File: config.mk
export PLATFORM = sky130hd
export DESIGN_NAME = lcg_and_additive_lagged_prng_top
export DESIGN_NICKNAME = d
export VERILOG_FILES = /design/src/lalp_pkg.sv /design/src/lalp_ctrl.sv /design/src/lalp_dp.sv /design/src/lcg_and_additive_lagged_prng_top.sv
export SDC_FILE = /design/constraint.sdc
export NUM_CORES = 1
export LEC_CHECK = 0
export BUFFER_PORTS_ARGS = -buffer_cell sky130_fd_sc_hd__buf_2
export CAP_MARGIN = 20
export CELL_PAD_IN_SITES_DETAIL_PLACEMENT = 1
export CELL_PAD_IN_SITES_GLOBAL_PLACEMENT = 2
export CORE_MARGIN = 2
export CORE_UTILIZATION = 46
export CTS_BUF_LIST = sky130_fd_sc_hd__clkbuf_8 sky130_fd_sc_hd__clkbuf_16
export DETAILED_ROUTE_END_ITERATION = 7
export GPL_ROUTABILITY_DRIVEN = 0
export PLACE_DENSITY = 0.93
export SLEW_MARGIN = 30
export SYNTH_ARGS = -nofsm -noshare
export SYNTH_HDL_FRONTEND = slang
export SYNTH_SLANG_ARGS = --single-unit
File: constraint.sdc
create_clock -name clock -period 14.9 [get_ports clock]
set_input_delay 2.235 -clock clock [delete_from_list [all_inputs] [get_ports clock]]
set_output_delay 2.235 -clock clock [all_outputs]
set_load 0.01 [all_outputs]
File: src/lalp_pkg.sv
// Shared types and constants for the LCG / additive lagged PRNG block.
package lalp_pkg;

   localparam int VALUE_W    = 16;
   localparam int HIST_DEPTH = 7;
   localparam int CSR_IDX_W  = 2;
   localparam int DIVIDEND_W = 2 * VALUE_W + 1;
   localparam int DIV_STEPS  = DIVIDEND_W;
   localparam int CNT_W      = $clog2(DIV_STEPS);

   localparam logic [VALUE_W-1:0] MODULUS_RST    = VALUE_W'(65535);
   localparam logic [VALUE_W-1:0] MULTIPLIER_RST = VALUE_W'(1);
   localparam logic [VALUE_W-1:0] INCREMENT_RST  = VALUE_W'(1);

   typedef enum logic {
      CMD_SEED = 1'b0,
      CMD_STEP = 1'b1
   } cmd_code_type;

   typedef enum logic [1:0] {
      MODE_LCG   = 2'd0,
      MODE_LAG25 = 2'd1,
      MODE_LAG37 = 2'd2,
      MODE_SPARE = 2'd3
   } mode_type;

   typedef enum logic [CSR_IDX_W-1:0] {
      CSR_MODE       = 2'd0,
      CSR_MODULUS    = 2'd1,
      CSR_MULTIPLIER = 2'd2,
      CSR_INCREMENT  = 2'd3
   } csr_idx_type;

   typedef enum logic [1:0] {
      ST_IDLE,
      ST_MUL,
      ST_DIV,
      ST_DONE
   } state_type;

   typedef struct packed {
      logic push_seed;
      logic mul;
      logic div_step;
      logic finish;
   } dp_cmd_type;

endpackage

File: src/lalp_ctrl.sv
// Controller state machine: sequences multiply, serial modulo and result hand-off.
module lalp_ctrl (
   input  logic                 clock,
   input  logic                 reset,
   input  logic                 req_valid,
   output logic                 req_ready,
   input  logic                 req_command,
   output logic                 rsp_valid,
   input  logic                 rsp_ready,
   output lalp_pkg::dp_cmd_type dp_cmd
);
   import lalp_pkg::*;

   state_type         state_ff, state_in;
   logic [CNT_W-1:0]  count_ff, count_in;
   logic              rsp_valid_ff, rsp_valid_in;
   logic              out_free;
   logic              accept;
   logic              last_step;

   assign out_free  = !rsp_valid_ff || rsp_ready;
   assign accept    = req_valid && req_ready;
   assign last_step = (count_ff == CNT_W'(DIV_STEPS - 1));

   // next state
   always_comb begin
      state_in = state_ff;
      unique case (state_ff)
         ST_IDLE: begin
            if (accept && (req_command == CMD_STEP)) state_in = ST_MUL;
         end
         ST_MUL:  state_in = ST_DIV;
         ST_DIV: begin
            if (last_step) state_in = ST_DONE;
         end
         ST_DONE: begin
            if (out_free) state_in = ST_IDLE;
         end
         default: state_in = ST_IDLE;
      endcase
   end

   // outputs
   always_comb begin
      req_ready       = 1'b0;
      dp_cmd          = '0;
      unique case (state_ff)
         ST_IDLE: begin
            req_ready        = 1'b1;
            dp_cmd.push_seed = req_valid && (req_command == CMD_SEED);
         end
         ST_MUL:  dp_cmd.mul      = 1'b1;
         ST_DIV:  dp_cmd.div_step = 1'b1;
         ST_DONE: dp_cmd.finish   = out_free;
         default: req_ready       = 1'b0;
      endcase
   end

   always_comb begin
      count_in = count_ff;
      if (state_ff == ST_MUL) begin
         count_in = '0;
      end else if (state_ff == ST_DIV) begin
         count_in = count_ff + CNT_W'(1);
      end
   end

   always_comb begin
      rsp_valid_in = rsp_valid_ff;
      if (dp_cmd.finish) begin
         rsp_valid_in = 1'b1;
      end else if (rsp_ready) begin
         rsp_valid_in = 1'b0;
      end
   end

   always_ff @(posedge clock) begin
      if (reset) begin
         state_ff     <= ST_IDLE;
         count_ff     <= '0;
         rsp_valid_ff <= 1'b0;
      end else begin
         state_ff     <= state_in;
         count_ff     <= count_in;
         rsp_valid_ff <= rsp_valid_in;
      end
   end

   assign rsp_valid = rsp_valid_ff;

endmodule

File: src/lalp_dp.sv
// Datapath: config registers, history line, multiply-add and bit-serial modulo.
module lalp_dp (
   input  logic                                 clock,
   input  logic                                 reset,
   input  logic                                 csr_write_en,
   input  logic [lalp_pkg::CSR_IDX_W-1:0]       csr_index,
   input  logic [lalp_pkg::VALUE_W-1:0]         csr_wdata,
   input  logic [lalp_pkg::VALUE_W-1:0]         req_seed_value,
   input  lalp_pkg::dp_cmd_type                 dp_cmd,
   output logic [lalp_pkg::VALUE_W-1:0]         rsp_value
);
   import lalp_pkg::*;

   mode_type               mode_ff;
   logic [VALUE_W-1:0]     modulus_ff;
   logic [VALUE_W-1:0]     multiplier_ff;
   logic [VALUE_W-1:0]     increment_ff;

   logic [VALUE_W-1:0]     hist_ff [HIST_DEPTH];
   logic [VALUE_W-1:0]     push_value;
   logic                   push;

   logic [VALUE_W-1:0]     op_a, op_b, addend;
   logic [DIVIDEND_W-1:0]  sum_in;
   logic [DIVIDEND_W-1:0]  dividend_ff, dividend_in;
   logic [VALUE_W-1:0]     raw_low_ff;
   logic [VALUE_W-1:0]     rem_ff, rem_in;
   logic [VALUE_W:0]       trial;
   logic [VALUE_W-1:0]     result;
   logic [VALUE_W-1:0]     rsp_value_ff;

   always_ff @(posedge clock) begin
      if (reset) begin
         mode_ff       <= MODE_LCG;
         modulus_ff    <= MODULUS_RST;
         multiplier_ff <= MULTIPLIER_RST;
         increment_ff  <= INCREMENT_RST;
      end else if (csr_write_en) begin
         unique case (csr_idx_type'(csr_index))
            CSR_MODE:       mode_ff       <= mode_type'(csr_wdata[1:0]);
            CSR_MODULUS:    modulus_ff    <= csr_wdata;
            CSR_MULTIPLIER: multiplier_ff <= csr_wdata;
            CSR_INCREMENT:  increment_ff  <= csr_wdata;
            default:        mode_ff       <= mode_ff;
         endcase
      end
   end

   // operand select: hist_ff[k] holds x[-(k+1)]
   always_comb begin
      unique case (mode_ff)
         MODE_LAG25: begin
            op_a   = hist_ff[1];
            op_b   = VALUE_W'(1);
            addend = hist_ff[4];
         end
         MODE_LAG37: begin
            op_a   = hist_ff[2];
            op_b   = VALUE_W'(1);
            addend = hist_ff[6];
         end
         default: begin
            op_a   = multiplier_ff;
            op_b   = hist_ff[0];
            addend = increment_ff;
         end
      endcase
   end

   assign sum_in = DIVIDEND_W'(op_a * op_b) + DIVIDEND_W'(addend);

   // restoring modulo, one dividend bit per cycle, MSB first
   assign trial = {rem_ff, dividend_ff[DIVIDEND_W-1]};

   always_comb begin
      dividend_in = dividend_ff;
      rem_in      = rem_ff;
      if (dp_cmd.mul) begin
         dividend_in = sum_in;
         rem_in      = '0;
      end else if (dp_cmd.div_step) begin
         dividend_in = {dividend_ff[DIVIDEND_W-2:0], 1'b0};
         if (trial >= {1'b0, modulus_ff}) begin
            rem_in = VALUE_W'(trial - {1'b0, modulus_ff});
         end else begin
            rem_in = trial[VALUE_W-1:0];
         end
      end
   end

   // a zero modulus keeps the raw low bits
   assign result = (modulus_ff == '0) ? raw_low_ff : rem_ff;

   always_ff @(posedge clock) begin
      dividend_ff <= dividend_in;
      rem_ff      <= rem_in;
      if (dp_cmd.mul) begin
         raw_low_ff <= sum_in[VALUE_W-1:0];
      end
      if (dp_cmd.finish) begin
         rsp_value_ff <= result;
      end
   end

   assign push       = dp_cmd.push_seed || dp_cmd.finish;
   assign push_value = dp_cmd.finish ? result : req_seed_value;

   always_ff @(posedge clock) begin
      if (reset) begin
         for (int i = 0; i < HIST_DEPTH; i++) begin
            hist_ff[i] <= '0;
         end
      end else if (push) begin
         for (int i = HIST_DEPTH - 1; i > 0; i--) begin
            hist_ff[i] <= hist_ff[i-1];
         end
         hist_ff[0] <= push_value;
      end
   end

   assign rsp_value = rsp_value_ff;

endmodule

File: src/lcg_and_additive_lagged_prng_top.sv
// Top level of the three-mode PRNG: controller plus datapath.
//
//   channel | ports                                        | direction
//   req     | req_valid req_ready req_command req_seed_value| in
//   rsp     | rsp_valid rsp_ready rsp_value                | out
//   csr     | csr_write_en csr_index csr_wdata             | in
//
// A seed item is pushed into the history when accepted and the block stays ready.
// A step item passes through the accepting idle state, the multiply-add state,
// the one-bit-per-cycle modulo of the 33-bit sum and a hand-off state; the result
// is loaded into the output register at hand-off.
// The output register holds a finished item, so the next item is accepted
// while it waits; a stalled output only holds the following step at its end.
// Reset (synchronous) clears history to zero and loads the register defaults.
module lcg_and_additive_lagged_prng_top (
   input  logic                                 clock,
   input  logic                                 reset,
   input  logic                                 csr_write_en,
   input  logic [lalp_pkg::CSR_IDX_W-1:0]       csr_index,
   input  logic [lalp_pkg::VALUE_W-1:0]         csr_wdata,
   input  logic                                 req_valid,
   output logic                                 req_ready,
   input  logic                                 req_command,
   input  logic [lalp_pkg::VALUE_W-1:0]         req_seed_value,
   output logic                                 rsp_valid,
   input  logic                                 rsp_ready,
   output logic [lalp_pkg::VALUE_W-1:0]         rsp_value
);
   import lalp_pkg::*;

   dp_cmd_type dp_cmd;

   lalp_ctrl u_ctrl (
      .clock       (clock),
      .reset       (reset),
      .req_valid   (req_valid),
      .req_ready   (req_ready),
      .req_command (req_command),
      .rsp_valid   (rsp_valid),
      .rsp_ready   (rsp_ready),
      .dp_cmd      (dp_cmd)
   );

   lalp_dp u_dp (
      .clock          (clock),
      .reset          (reset),
      .csr_write_en   (csr_write_en),
      .csr_index      (csr_index),
      .csr_wdata      (csr_wdata),
      .req_seed_value (req_seed_value),
      .dp_cmd         (dp_cmd),
      .rsp_value      (rsp_value)
   );

endmodule

---- After elaboration in Yosys (flattened, before gate mapping) ----
Memory sizes are Yosys's and may differ from the RTL's.
Cells that the tools add are included.
cells by class
  order comparisons ....................... 1
  equal/unequal tests ..................... 12
  $add $sub $neg .......................... 3
  multipliers ............................. 1
  multiplexer cells ....................... 31
  bitwise logic cells ..................... 8
  reduce and logical (&&, ||, !) cells .... 18
operators by type and width
  kind                                                    number
  two-way mux 16 bit                                      11
  two-way mux 33 bit                                      2
  one-hot mux 16 bit (2 select lines)                     2
  adder 32 x 16 -> 33 bit                                 1
  multiplier 16 x 16 -> 32 bit                            1
  >= comparator 17 x 16 -> 1 bit                          1
  logical NOT 16 bit                                      1
  subtractor 16 bit                                       1
  two-way mux 1 bit                                       12
  == test 2 bit (second input constant)                   5
  one-hot mux 2 bit (4 select lines)                      1
  AND reduction 2 bit                                     4
  bitwise OR 1 bit                                        7
  adder 6 x 1 -> 6 bit (second input constant)            1
  == test 2 x 1 -> 1 bit (second input constant)          3
  == test 6 bit (second input constant)                   1
  two-way mux 2 bit                                       3
  inequality test 2 x 1 -> 1 bit (second input constant)  3
  logical NOT 2 bit                                       2
  nonzero test 2 bit                                      2
  OR reduction 2 bit                                      2
  logical AND 1 bit                                       3
  AND reduction 3 bit                                     1
  logical OR 1 bit                                        2
  2 further kinds                                         2
storage, ports and cells
  bits of input ports ..................... 40
  output and inout bits ................... 18
  flip-flop bits (word level) ............. 140
  RAM bits ................................ 112
  memories ................................ 1
  word-level logic and storage cells ...... 86
memory list
  name          depth  bits a word  read ports  clocked after Yosys merged registers in  write ports  line           text
  u_dp.hist_ff  7      16           7           0                                        7            lalp_dp.sv:19  logic [VALUE_W-1:0] hist_ff [HIST_DEPTH];

---- Depth between registers and ports, before layout ----
Gate-level depths: netlist (run 1).
  depth after elaboration ................. 8
  gate-level depth with buffers ........... 27
  depth with buffers taken out ............ 25

---- Modules after synthesis ----
Synthesis (run 1) repeated with hierarchy kept, for this count alone.
unflattened totals
  cell total of the unflattened synthesis .. 2,085
  area total of the unflattened synthesis .. 20,622.3 sq um
by module, submodules not included
  module     instances  cells an instance  area each (sq um)  seq. area each (sq um)
  lalp_dp    1          2,029              20,128.1           6,636.4
  lalp_ctrl  1          56                 494.2              180.2

---- Worst setup path after synthesis (run 1) ----
OpenSTA, ideal clock, no wires.
  kind .................................... register to register
  start ................................... register u_dp.mode_ff[0]
  end ..................................... register u_dp.dividend_ff[32], data pin
  arrival ................................. 6.559 ns
  library setup time ...................... 0.260 ns
  clock period less this slack ............ 6.819 ns
  cell stages (with the launch flop) ...... 26
  slack ................................... 8.081 ns
  buffers on the path ..................... 2
  data required time ...................... 14.640 ns
  path through ............................ dfxtp_1 -> inv_1 -> ha_1 -> clkbuf_1 -> and2_1 -> clkbuf_1 -> nand2_1 -> fa_1 -> fa_1 -> inv_1 -> fa_1 -> fa_1 -> fa_1 -> inv_1 -> fa_1 -> inv_1 -> ha_1 -> a21oi_1 -> o211ai_2 -> and3_4 -> o22a_4 -> a31oi_4 -> nor2b_4 -> o41ai_2 -> xnor2_1 -> mux2_4
between the ends
  word-level cells in the longest chain between the ends .. 6
  elaborated cells on any way between the ends .. 9
  classes of those cells .................. 1 x add/sub; 1 x mul; 2 x eq/ne; 4 x mux; 1 x reduce/logical
RTL lines
  element                                                         line           text
  start: declaration                                              lalp_dp.sv:14  mode_type mode_ff;
  start signal: assignment                                        lalp_dp.sv:40  CSR_MODE: mode_ff <= mode_type'(csr_wdata[1:0]);
  start signal: assignment                                        lalp_dp.sv:44  default: mode_ff <= mode_ff;
  == test 2 x 1 -> 1 bit / == test 2 bit (equally long branches)  lalp_dp.sv:51  unique case (mode_ff)
  OR reduction 2 bit (no line)                                    --
  two-way mux 16 bit                                              lalp_dp.sv:51
  multiplier 16 x 16 -> 32 bit                                    lalp_dp.sv:70  assign sum_in = DIVIDEND_W'(op_a * op_b) + DIVIDEND_W'(addend);
  adder 32 x 16 -> 33 bit *                                       lalp_dp.sv:70
  two-way mux 33 bit *                                            lalp_dp.sv:78  if (dp_cmd.mul) begin
  via u_dp.dividend_in[32]                                        lalp_dp.sv:25  logic [DIVIDEND_W-1:0] dividend_ff, dividend_in;
  end signal: assignment                                          lalp_dp.sv:95  dividend_ff <= dividend_in;
  end: declaration                                                lalp_dp.sv:25
Mark *: on every way through the listed nets, which the timed path passes. The rest lies on a longest branch.
A chain may end at the register's enable or synchronous reset.

---- Worst setup path in the final report (run 1) ----
  start ................................... register u_dp.mode_ff[0]
  end ..................................... register u_dp.dividend_ff[30], data pin
Same word-level chain as after synthesis.

==> impl_metrics.json, run 1 <==
{
  "netlist_area_mm2": 0.0201,
  "end_kind": "flip-flop",
  "synth_fp_nets": 2385,
  "place_area_mm2": 0.0209,
  "max_slew_margin_pct": 36.8,
  "fmaxAchievable_mhz": 119,
  "fin_skew_ns": 0.0164,
  "grt_first_pass_wirelength_um": 90700,
  "hold_class": "flip-flop to flip-flop",
  "clock_sinks": 252,
  "peakVddDrop_uv": 157,
  "setup_ws_ns": 6.47,
  "drt-total-wl_um": 55500,
  "fp.dieH_um": 213,
  "finalInstanceArea_mm2": 0.0218,
  "dr.pass1.iters": 5,
  "overflow": 0,
  "routed-via-count": 14408,
  "clk_latency_ns": 0.55,
  "core_mm2": 0.0432,
  "synth.distinct_cells": 70,
  "drive_above_1_share_pct": 9.26,
  "final_hold_viol_count": 0,
  "num_antenna_cells": 0,
  "powerDensity_mw_per_mm2": 118,
  "die_w_um": 213,
  "tightest_slew_ns": 0.948,
  "cts_buffer_depth": 3,
  "drcViolationCount": 0,
  "nets": 2375,
  "final_util_pct": 50.5,
  "slowest_delay_ns": 0.76,
  "synth_warnings": 0,
  "post-place-ws_ns": 6.59,
  "synth_top_area_cell": "edfxtp_1",
  "path_buf_inv": 5,
  "ys_ff_latch": 252,
  "finalSetupViolations": 0,
  "h-tree-depth": 1,
  "grt_use_total_pct": 26.0,
  "syn-mean-instance-area_um2": 10.1,
  "fin_hold_ws_ns": 0.465,
  "syn_to_final_growth_pct": 8.30,
  "synthArstFlopShare_pct": 0,
  "initial_core_util_pct": 46.7,
  "critPathRequiredTime_ns": 15.19,
  "setup_tns_ns": 0,
  "seq_area_mm2": 0.00682,
  "rows": 76,
  "ios": 58,
  "place_hpwl_um": 41800,
  "cts_hold_buf": 0,
  "root_buffer": "clkbuf_16",
  "synth_edf_count": 177,
  "drv_cap": 0,
  "period_share_pct": 56.6,
  "drt_iter0_drc": 941,
  "rsz0062_at_grt": "no",
  "worstSetupStartpointType": "flip-flop",
  "slowest_stage": "buf_4",
  "numCtsBuffers": 27,
  "seq_area_frac_synth_pct": 33.8,
  "synth_most_common_cell": "nand2_1",
  "port_buffers": 57,
  "worst_path_most_repeated_cell": "fa_1",
  "status": "completed",
  "power.leakage_nw": 10.0,
  "multi_input_area_mm2": 0.0119,
  "slew_viol_final": 0,
  "vias_per_cell": 5.55,
  "die_area_mm2": 0.0455,
  "critical_path.max_fanout": 119,
  "grt_max_degree": 120,
  "synthDominantCellAreaShare_pct": 26.4,
  "synthTopCellsByCount": "290 x nand2_1, 280 x inv_1, 212 x fa_1",
  "fill_cells": 4836,
  "cp_data_arrival_time_ns": 8.72,
  "clkTransAtPathRegs_ns": 0.06,
  "yosys_most_used_dff": "edfxtp_1",
  "postCtsSetupBuffers": 0,
  "wl_per_cell_um": 21.4,
  "final_antenna_net_count": 0,
  "period_needed_ns": 8.43,
  "path_class": "flip-flop to flip-flop",
  "synth_cells": 1999,
  "path_cells": "inv_1, ha_4, buf_4, and2_1, nand2_1, fa_1, inv_1, fa_1, fa_1, fa_1, fa_1, inv_1, fa_1, inv_1, ha_1, a21oi_1, o211ai_2, and3_4, o22a_4, a31oi_4, o21ai_0, a21oi_1, xnor2_1, mux2_2",
  "synth_area_leaders": "edfxtp_1 26%, fa_1 21%, ha_1 8.3%",
  "crit_family": "adder cells",
  "cts_tree": "built",
  "grt_pass1_vias": 15969,
  "cts_resized": 0,
  "antenna_found_initial": 1
}
## kinds of logic (layout without fill, tap and decap cells)
group | after synthesis | after routing | share of synthesized area (%)
compound gates | 227 | 227 | 7.48
mux | 66 | 66 | 3.58
flops | 252 | 252 | 33.8
xor+xnor | 41 | 41 | 1.78
simple gates | 680 | 680 | 16.6
fa+ha+maj | 346 | 346 | 29.4
buf+inv | 387 | 397 | 7.30
## worst reg2reg max path: cells and delay by family (launching register included)
kind,cells,cell delay (ns)
adders and majority gates,8,4.19
muxes,1,0.28
xor gates and xnor gates,1,0.10
buffers and inverters,5,1.05
DFF,1,0.33
AOI/OAI and AO/OA,6,1.21
and+or+nand+nor,3,1.04
## metal layers
layer | part of all wire [%] | global-route usage (%)
met1 | 45 | 36.6
met2 | 46 | 41.1
met3 | 6.0 | 4.40
met4 | 3.4 | 8.14
met5 | 0.016 | 0
## through the flow
stage,power [W],instances
2_1_floorplan,0.00161,1999
3_3_place_gp,0.00184,2543
5_1_grt,0.00273,2594
3_5_place_dp,0.00189,2544
4_1_cts,0.00260,2593
6_report,0.00258,2594
## flip-flops by register name, indices dropped and copies added, names as in the netlist
name / flops
u_dp.hist_ff: 112
u_dp.dividend_ff: 33
u_dp.increment_ff: 16
u_dp.modulus_ff: 16
u_dp.multiplier_ff: 16
u_dp.raw_low_ff: 16
u_dp.rem_ff: 16
u_dp.rsp_value: 16
u_ctrl.count_ff: 6
u_ctrl.state_ff: 2
u_dp.mode_ff: 2
u_ctrl.rsp_valid: 1
## cell type report
type | instances | share of cell area, %
Clock buffer | 33 | 3.53
Clock inverter | 16 | 0.700
Inverter | 281 | 4.83
Multi-Input combinational cell | 1360 | 54.6
Sequential cell | 252 | 31.2
Tap cell | 585 | 3.35
Timing Repair Buffer | 67 | 1.79
## final timing paths
| check | start | to | slack [ns] | cells past startpoint |
|---|---|---|---|---|
| worst min-delay path | u_dp.increment_ff[1] | u_dp.increment_ff[1] | 0.46 | 2 |
| worst max-delay path | u_dp.mode_ff[0] | u_dp.dividend_ff[30] | 6.47 | 24 |
| worst max register to register | u_dp.mode_ff[0] | u_dp.dividend_ff[30] | 6.47 | 24 |
| worst min register to register | u_dp.increment_ff[1] | u_dp.increment_ff[1] | 0.46 | 2 |
## where the power goes
part           leakage, nW  switching, W  internal (W)
combinational         7.14      0.000465      0.000297
clock                0.476      0.000279      0.000416
sequential            2.41      0.000146      0.000980
total                 10.0      0.000891       0.00169
## cell usage in the layout (no fill, tap or decap), types with 28 or more instances in the layout
| cell | n |
|---|---|
| a21oi_1 | 83 |
| a22oi_1 | 32 |
| and2_1 | 114 |
| and3_1 | 108 |
| buf_2 | 57 |
| clkbuf_16 | 28 |
| dfxtp_1 | 75 |
| edfxtp_1 | 177 |
| fa_1 | 212 |
| ha_1 | 132 |
| inv_1 | 284 |
| mux2_2 | 45 |
| nand2_1 | 290 |
| nor2_1 | 85 |
| o21ai_0 | 31 |
| xnor2_1 | 28 |
Power figures use the tool's default switching activity.
==> run 2, diff against run 1 <==
--- a/config.mk
+++ b/config.mk
@@ -10,11 +10,11 @@
 export CELL_PAD_IN_SITES_DETAIL_PLACEMENT = 1
 export CELL_PAD_IN_SITES_GLOBAL_PLACEMENT = 2
 export CORE_MARGIN = 2
-export CORE_UTILIZATION = 46
+export CORE_UTILIZATION = 38
 export CTS_BUF_LIST = sky130_fd_sc_hd__clkbuf_8 sky130_fd_sc_hd__clkbuf_16
 export DETAILED_ROUTE_END_ITERATION = 7
 export GPL_ROUTABILITY_DRIVEN = 0
-export PLACE_DENSITY = 0.93
+export PLACE_DENSITY = 0.82
 export SLEW_MARGIN = 30
 export SYNTH_ARGS = -nofsm -noshare
 export SYNTH_HDL_FRONTEND = slang
==> constraint.sdc (replaced) <==
create_clock -name clock -period 7.16 [get_ports clock]
set_input_delay 1.074 -clock clock [delete_from_list [all_inputs] [get_ports clock]]
set_output_delay 1.074 -clock clock [all_outputs]
set_load 0.01 [all_outputs]
==> impl_metrics.json, run 2 (synthesis results as in run 1) <==
{
  "end_kind": "flip-flop",
  "clkTransAtPathRegs_ns": 0.06,
  "final_hold_viol_count": 0,
  "antenna_found_initial": 1,
  "wl_per_cell_um": 21.0,
  "die_area_mm2": 0.0549,
  "num_antenna_cells": 0,
  "final_cells": 2761,
  "final_util_pct": 42.9,
  "reg.largest.list": "u_dp.hist_ff x112, u_dp.dividend_ff x33",
  "wl_met2_um": 27300,
  "grt_pass1_vias": 15742,
  "combPwrFrac_pct": 31.6,
  "fin_skew_ns": 0.0326,
  "initial_core_util_pct": 38.4,
  "power_frac_clock_pct": 26.1,
  "fmaxAchievable_mhz": 145,
  "path_class": "flip-flop to flip-flop",
  "p_int_w": 0.00351,
  "cts_hold_buf": 0,
  "cp_data_arrival_time_ns": 7.18,
  "die_w_um": 234,
  "drt_iter0_drc": 914,
  "tightest_slew_ns": 0.883,
  "final_antenna_net_count": 0,
  "powerDensity_mw_per_mm2": 240,
  "final_cell_mix": "290 x nand2_1, 285 x inv_1, 210 x fa_1",
  "worstSetupStartpointType": "flip-flop",
  "place_hpwl_um": 45600,
  "dp.cells": 2701,
  "peakVddDrop_uv": 212,
  "drv_cap": 0,
  "drive_above_1_share_pct": 12.9,
  "dr_wl_met3_um": 2050,
  "p_sw_w": 0.00190,
  "h-tree-depth": 1,
  "power.leakage_nw": 10.4,
  "hold_class": "flip-flop to flip-flop",
  "setup_ws_ns": 0.278,
  "final_common_cell": "nand2_1",
  "grt_max_degree": 97,
  "grt_first_pass_wirelength_um": 93000,
  "post-place-ws_ns": 0.0866,
  "period_needed_ns": 6.88,
  "critPathRequiredTime_ns": 7.46,
  "dr.pass1.iters": 5,
  "fill_cells": 5831,
  "largest_register_ffs": 112,
  "fp.dieH_um": 234,
  "highest_layer": "met4",
  "port_buffers": 57,
  "critical_path.max_fanout": 10,
  "fin_hold_ws_ns": 0.460,
  "status": "completed",
  "cts_tree": "built",
  "root_buffer": "clkbuf_16",
  "drt-met1-wl_um": 27300,
  "clk_latency_ns": 0.58,
  "ios": 58,
  "grt_use_total_pct": 21.9,
  "swShare_pct": 35.2,
  "drt-total-wl_um": 57900,
  "regMostFlops": "u_dp.hist_ff",
  "vias_per_cell": 5.24,
  "cts_buffer_depth": 3,
  "overflow": 0,
  "routed-via-count": 14464,
  "nets": 2437,
  "period_share_pct": 96.1,
  "worst_path_most_repeated_cell": "fa_1",
  "slew_viol_final": 0,
  "drcViolationCount": 0,
  "path_cells": "ha_4, buf_4, buf_4, and3_1, fa_1, inv_1, fa_1, fa_1, fa_1, inv_1, fa_1, inv_1, fa_1, inv_1, ha_4, a211oi_2, nor2_2, o41ai_4, nand3_2, a31oi_4, nor2b_4, o31a_2, xnor2_1, mux2_2",
  "clock_sinks": 252,
  "rows": 84,
  "finalSetupViolations": 0,
  "seqPwrFrac_pct": 42.3,
  "max_slew_margin_pct": 41.1,
  "numCtsBuffers": 29,
  "syn_to_final_growth_pct": 11.7,
  "setup_tns_ns": 0,
  "slowest_delay_ns": 0.56,
  "slowest_stage": "fa_1",
  "core_mm2": 0.0524
}
run 2: cell count changes in the layout (fill, tap and decap cells not counted), sizes merged:
cell | previous run | this run
inv | 287 | 288
bufinv | 3 | 0
buf | 66 | 127
clkinv | 7 | 11
clkinvlp | 0 | 1
run 2: final timing paths:
kind	slack, ns	from	depth (start not counted)	to
max	0.28	u_dp.mode_ff[1]	24	u_dp.dividend_ff[28]
min	0.46	u_dp.increment_ff[2]	2	u_dp.increment_ff[2]
max reg2reg	0.28	u_dp.mode_ff[1]	24	u_dp.dividend_ff[28]
min reg2reg	0.46	u_dp.increment_ff[2]	2	u_dp.increment_ff[2]
run 2: power groups by stage:
stage          clock, W  sequential, W  combinational (W)
6_report        0.00141        0.00229            0.00171
4_1_cts         0.00145        0.00229            0.00169
2_1_floorplan         0        0.00218            0.00117
3_5_place_dp          0        0.00231            0.00166
3_3_place_gp          0        0.00230            0.00160
5_1_grt         0.00150        0.00233            0.00190
run 2: critical path, delay by kind of cell, from the launching register on:
kind / cells / cell delay, ns
adders and majority gates: 8 / 3.57
AOI/OAI and AO/OA: 4 / 1.06
and+or+nand+nor: 4 / 0.66
buffers and inverters: 6 / 0.62
DFF: 1 / 0.38
muxes: 1 / 0.27
xor gates and xnor gates: 1 / 0.07
run 2: layout make-up:
type | count | area [um2] | area share (%)
clock buffers | 34 | 806 | 3.58
clock inverters | 19 | 92.6 | 0.411
inverters | 281 | 1050 | 4.69
multi-input cells | 1360 | 12000 | 53.3
flip-flops and latches | 252 | 6820 | 30.3
well taps | 688 | 861 | 3.83
repair buffers | 127 | 871 | 3.87
run 2: per-layer routing:
layer	vias to the layer above	global-route usage, %
met5	-	0
met4	0	4.69
met3	73	2.12
met2	268	35.9
met1	7458	31.5
li1	6665	-
run 2: per-stage QoR:
stage,power [W],cell area (um2)
floorplan,0.00336,20100
global placement,0.00390,21400
detailed placement,0.00397,21400
CTS,0.00543,22300
global route,0.00573,22500
finish,0.00541,22500
run 2: repair_timing:
action / 4_1_cts / 5_1_grt
endpoints found under the setup margin: 1 / 7
pin swaps: 0 / 15
gates resized for setup: 1 / 34
buffers inserted: 0 / 6
==> run 3, diff against run 2 <==
--- a/config.mk
+++ b/config.mk
@@ -5,14 +5,14 @@
 export SDC_FILE = /design/constraint.sdc
 export NUM_CORES = 1
 export LEC_CHECK = 0
-export BUFFER_PORTS_ARGS = -buffer_cell sky130_fd_sc_hd__buf_2
 export CAP_MARGIN = 20
 export CELL_PAD_IN_SITES_DETAIL_PLACEMENT = 1
 export CELL_PAD_IN_SITES_GLOBAL_PLACEMENT = 2
 export CORE_MARGIN = 2
-export CORE_UTILIZATION = 38
+export CORE_UTILIZATION = 39
 export CTS_BUF_LIST = sky130_fd_sc_hd__clkbuf_8 sky130_fd_sc_hd__clkbuf_16
 export DETAILED_ROUTE_END_ITERATION = 7
+export DONT_BUFFER_PORTS = 1
 export GPL_ROUTABILITY_DRIVEN = 0
 export PLACE_DENSITY = 0.82
 export SLEW_MARGIN = 30
==> constraint.sdc (replaced) <==
create_clock -name clock -period 7.16 [get_ports clock]
set_input_delay 1.074 -clock clock [delete_from_list [all_inputs] [get_ports clock]]
set_output_delay 1.074 -clock clock [all_outputs]
set_load 0.005 [all_outputs]
==> impl_metrics.json, run 3 (synthesis results as in run 1) <==
{
  "seqPwrFrac_pct": 42.7,
  "overflow": 0,
  "power.leakage_nw": 10.1,
  "final_common_cell": "nand2_1",
  "drive_above_1_share_pct": 10.6,
  "vias_per_cell": 5.30,
  "final_hold_viol_count": 0,
  "fill_cells": 5614,
  "seq_area_mm2": 0.00682,
  "tightest_slew_ns": 0.907,
  "reg2reg_depth": 24,
  "fmaxAchievable_mhz": 145,
  "p_sw_w": 0.00188,
  "cts_hold_buf": 0,
  "drt_iter0_drc": 992,
  "finalInstanceArea_mm2": 0.0223,
  "clock_sinks": 252,
  "min_to": "u_dp.increment_ff[4]",
  "critPathRequiredTime_ns": 7.47,
  "core_mm2": 0.0512,
  "die_area_mm2": 0.0535,
  "clkTransAtPathRegs_ns": 0.07,
  "num_antenna_cells": 0,
  "dr.pass1.iters": 5,
  "rr_endpoint": "u_dp.dividend_ff[32]",
  "whs_path_depth": 2,
  "syn_to_final_growth_pct": 10.7,
  "hold_class": "flip-flop to flip-flop",
  "grt_use_total_pct": 22.2,
  "fin_skew_ns": 0.0195,
  "drt-total-wl_um": 58000,
  "finalSetupViolations": 0,
  "rrSetupSlack_ns": 0.28,
  "power_frac_clock_pct": 26.6,
  "period_share_pct": 96.1,
  "slew_viol_final": 0,
  "numCtsBuffers": 29,
  "period_needed_ns": 6.88,
  "h-tree-depth": 1,
  "cts_buffer_depth": 3,
  "final_cell_mix": "290 x nand2_1, 283 x inv_1, 210 x fa_1",
  "place_area_mm2": 0.0211,
  "fp.dieH_um": 231,
  "grt_first_pass_wirelength_um": 91600,
  "critical_path.max_fanout": 9,
  "swShare_pct": 34.9,
  "setup_tns_ns": 0,
  "drv_cap": 0,
  "p_int_w": 0.00352,
  "path_class": "flip-flop to flip-flop",
  "die_w_um": 231,
  "largest_register_ffs": 112,
  "cts_tree": "built",
  "worstSetupStartpointType": "flip-flop",
  "final_cells": 2694,
  "port_buffers": 0,
  "max_slew_margin_pct": 39.5,
  "status": "completed",
  "routed-via-count": 14275,
  "multi_input_area_mm2": 0.0120,
  "clk_latency_ns": 0.57,
  "ios": 58,
  "antenna_found_initial": 0,
  "regMostFlops": "u_dp.hist_ff",
  "root_buffer": "clkbuf_16",
  "rsz0062_at_grt": "no",
  "hold_start": "u_dp.increment_ff[4]",
  "place_hpwl_um": 44600,
  "cp_data_arrival_time_ns": 7.20,
  "nets": 2379,
  "powerDensity_mw_per_mm2": 242,
  "grt_pass1_vias": 15528,
  "combPwrFrac_pct": 30.7,
  "end_kind": "flip-flop",
  "final_antenna_net_count": 0,
  "drcViolationCount": 0,
  "wl_per_cell_um": 21.5,
  "worstReg2RegStart": "u_dp.mode_ff[0]",
  "peakVddDrop_uv": 167,
  "grt_max_degree": 97,
  "initial_core_util_pct": 39.4,
  "reg.largest.list": "u_dp.hist_ff x112, u_dp.dividend_ff x33",
  "rows": 83,
  "dp.cells": 2632
}
-- run 3: power by group through the flow --
stage	clock [W]	sequential [W]	combinational, W
after floorplan	0	0.00218	0.00117
after global placement	0	0.00232	0.00155
after detailed placement	0	0.00233	0.00160
after CTS	0.00147	0.00231	0.00163
after global routing	0.00152	0.00235	0.00185
final	0.00144	0.00231	0.00165
-- run 3: layout make-up --
class / instances / share of cell area, %
Tap cell: 680 / 3.82
Sequential cell: 252 / 30.6
Multi-Input combinational cell: 1360 / 53.8
Clock buffer: 30 / 3.32
Inverter: 281 / 4.73
Clock inverter: 22 / 0.774
Timing Repair Buffer: 69 / 2.96
-- run 3: timing repair --
item	in CTS	in global routing
endpoints found under the setup margin	0	12
buffers inserted	0	7
gates resized for setup	0	31
endpoints found under the hold margin	0	0
-- run 3: worst max-delay path by stage --
stage,startpoint,end,slack (ns),cells past startpoint
after detailed placement,u_dp.mode_ff[0],u_dp.dividend_ff[32],0.05,23
after global routing,u_dp.mode_ff[0],u_dp.dividend_ff[29],0.008,25
after floorplan,u_dp.mode_ff[0],u_dp.dividend_ff[32],0.34,25
after global placement,u_dp.mode_ff[0],u_dp.dividend_ff[32],0.12,23
final,u_dp.mode_ff[0],u_dp.dividend_ff[32],0.28,24
after CTS,u_dp.mode_ff[0],u_dp.dividend_ff[32],0.03,23
-- run 3: per-stage QoR --
| stage | hold WS, ns | total power [W] | util [%] | setup WS [ns] |
|---|---|---|---|---|
| floorplan | 0.437 | 0.00335 | - | 0.341 |
| global placement | 0.444 | 0.00387 | 41.2 | 0.121 |
| detailed placement | 0.449 | 0.00393 | 41.3 | 0.0543 |
| CTS | 0.458 | 0.00541 | 43.1 | 0.0257 |
| global route | 0.490 | 0.00572 | 43.5 | 0.00793 |
| finish | 0.462 | 0.00540 | 43.5 | 0.277 |
-- run 3: layer usage --
metal | vias up | track usage (%) | part of all wire (%)
met3 | 88 | 4.32 | 6.1
met1 | 7305 | 31.1 | 46
met4 | 0 | 5.63 | 2.7
met5 | - | 0 | 0
li1 | 6536 | - | -
met2 | 346 | 35.3 | 46
-- run 3: critical path, stage by stage (launching register included) --
cell and delay (ns):
dfxtp_1 0.34, inv_1 0.08, ha_4 0.30, buf_6 0.14
and2_2 0.26, nand2_1 0.10, fa_1 0.53, fa_1 0.55
inv_1 0.05, fa_1 0.49, fa_1 0.55, fa_1 0.50
inv_1 0.05, fa_1 0.48, inv_1 0.05, ha_1 0.34
o21ai_0 0.21, nor2_1 0.09, o41ai_2 0.41, nand3_2 0.17
a31oi_4 0.24, nor2b_4 0.20, o41ai_4 0.09, xnor2_1 0.15
mux2_4 0.27
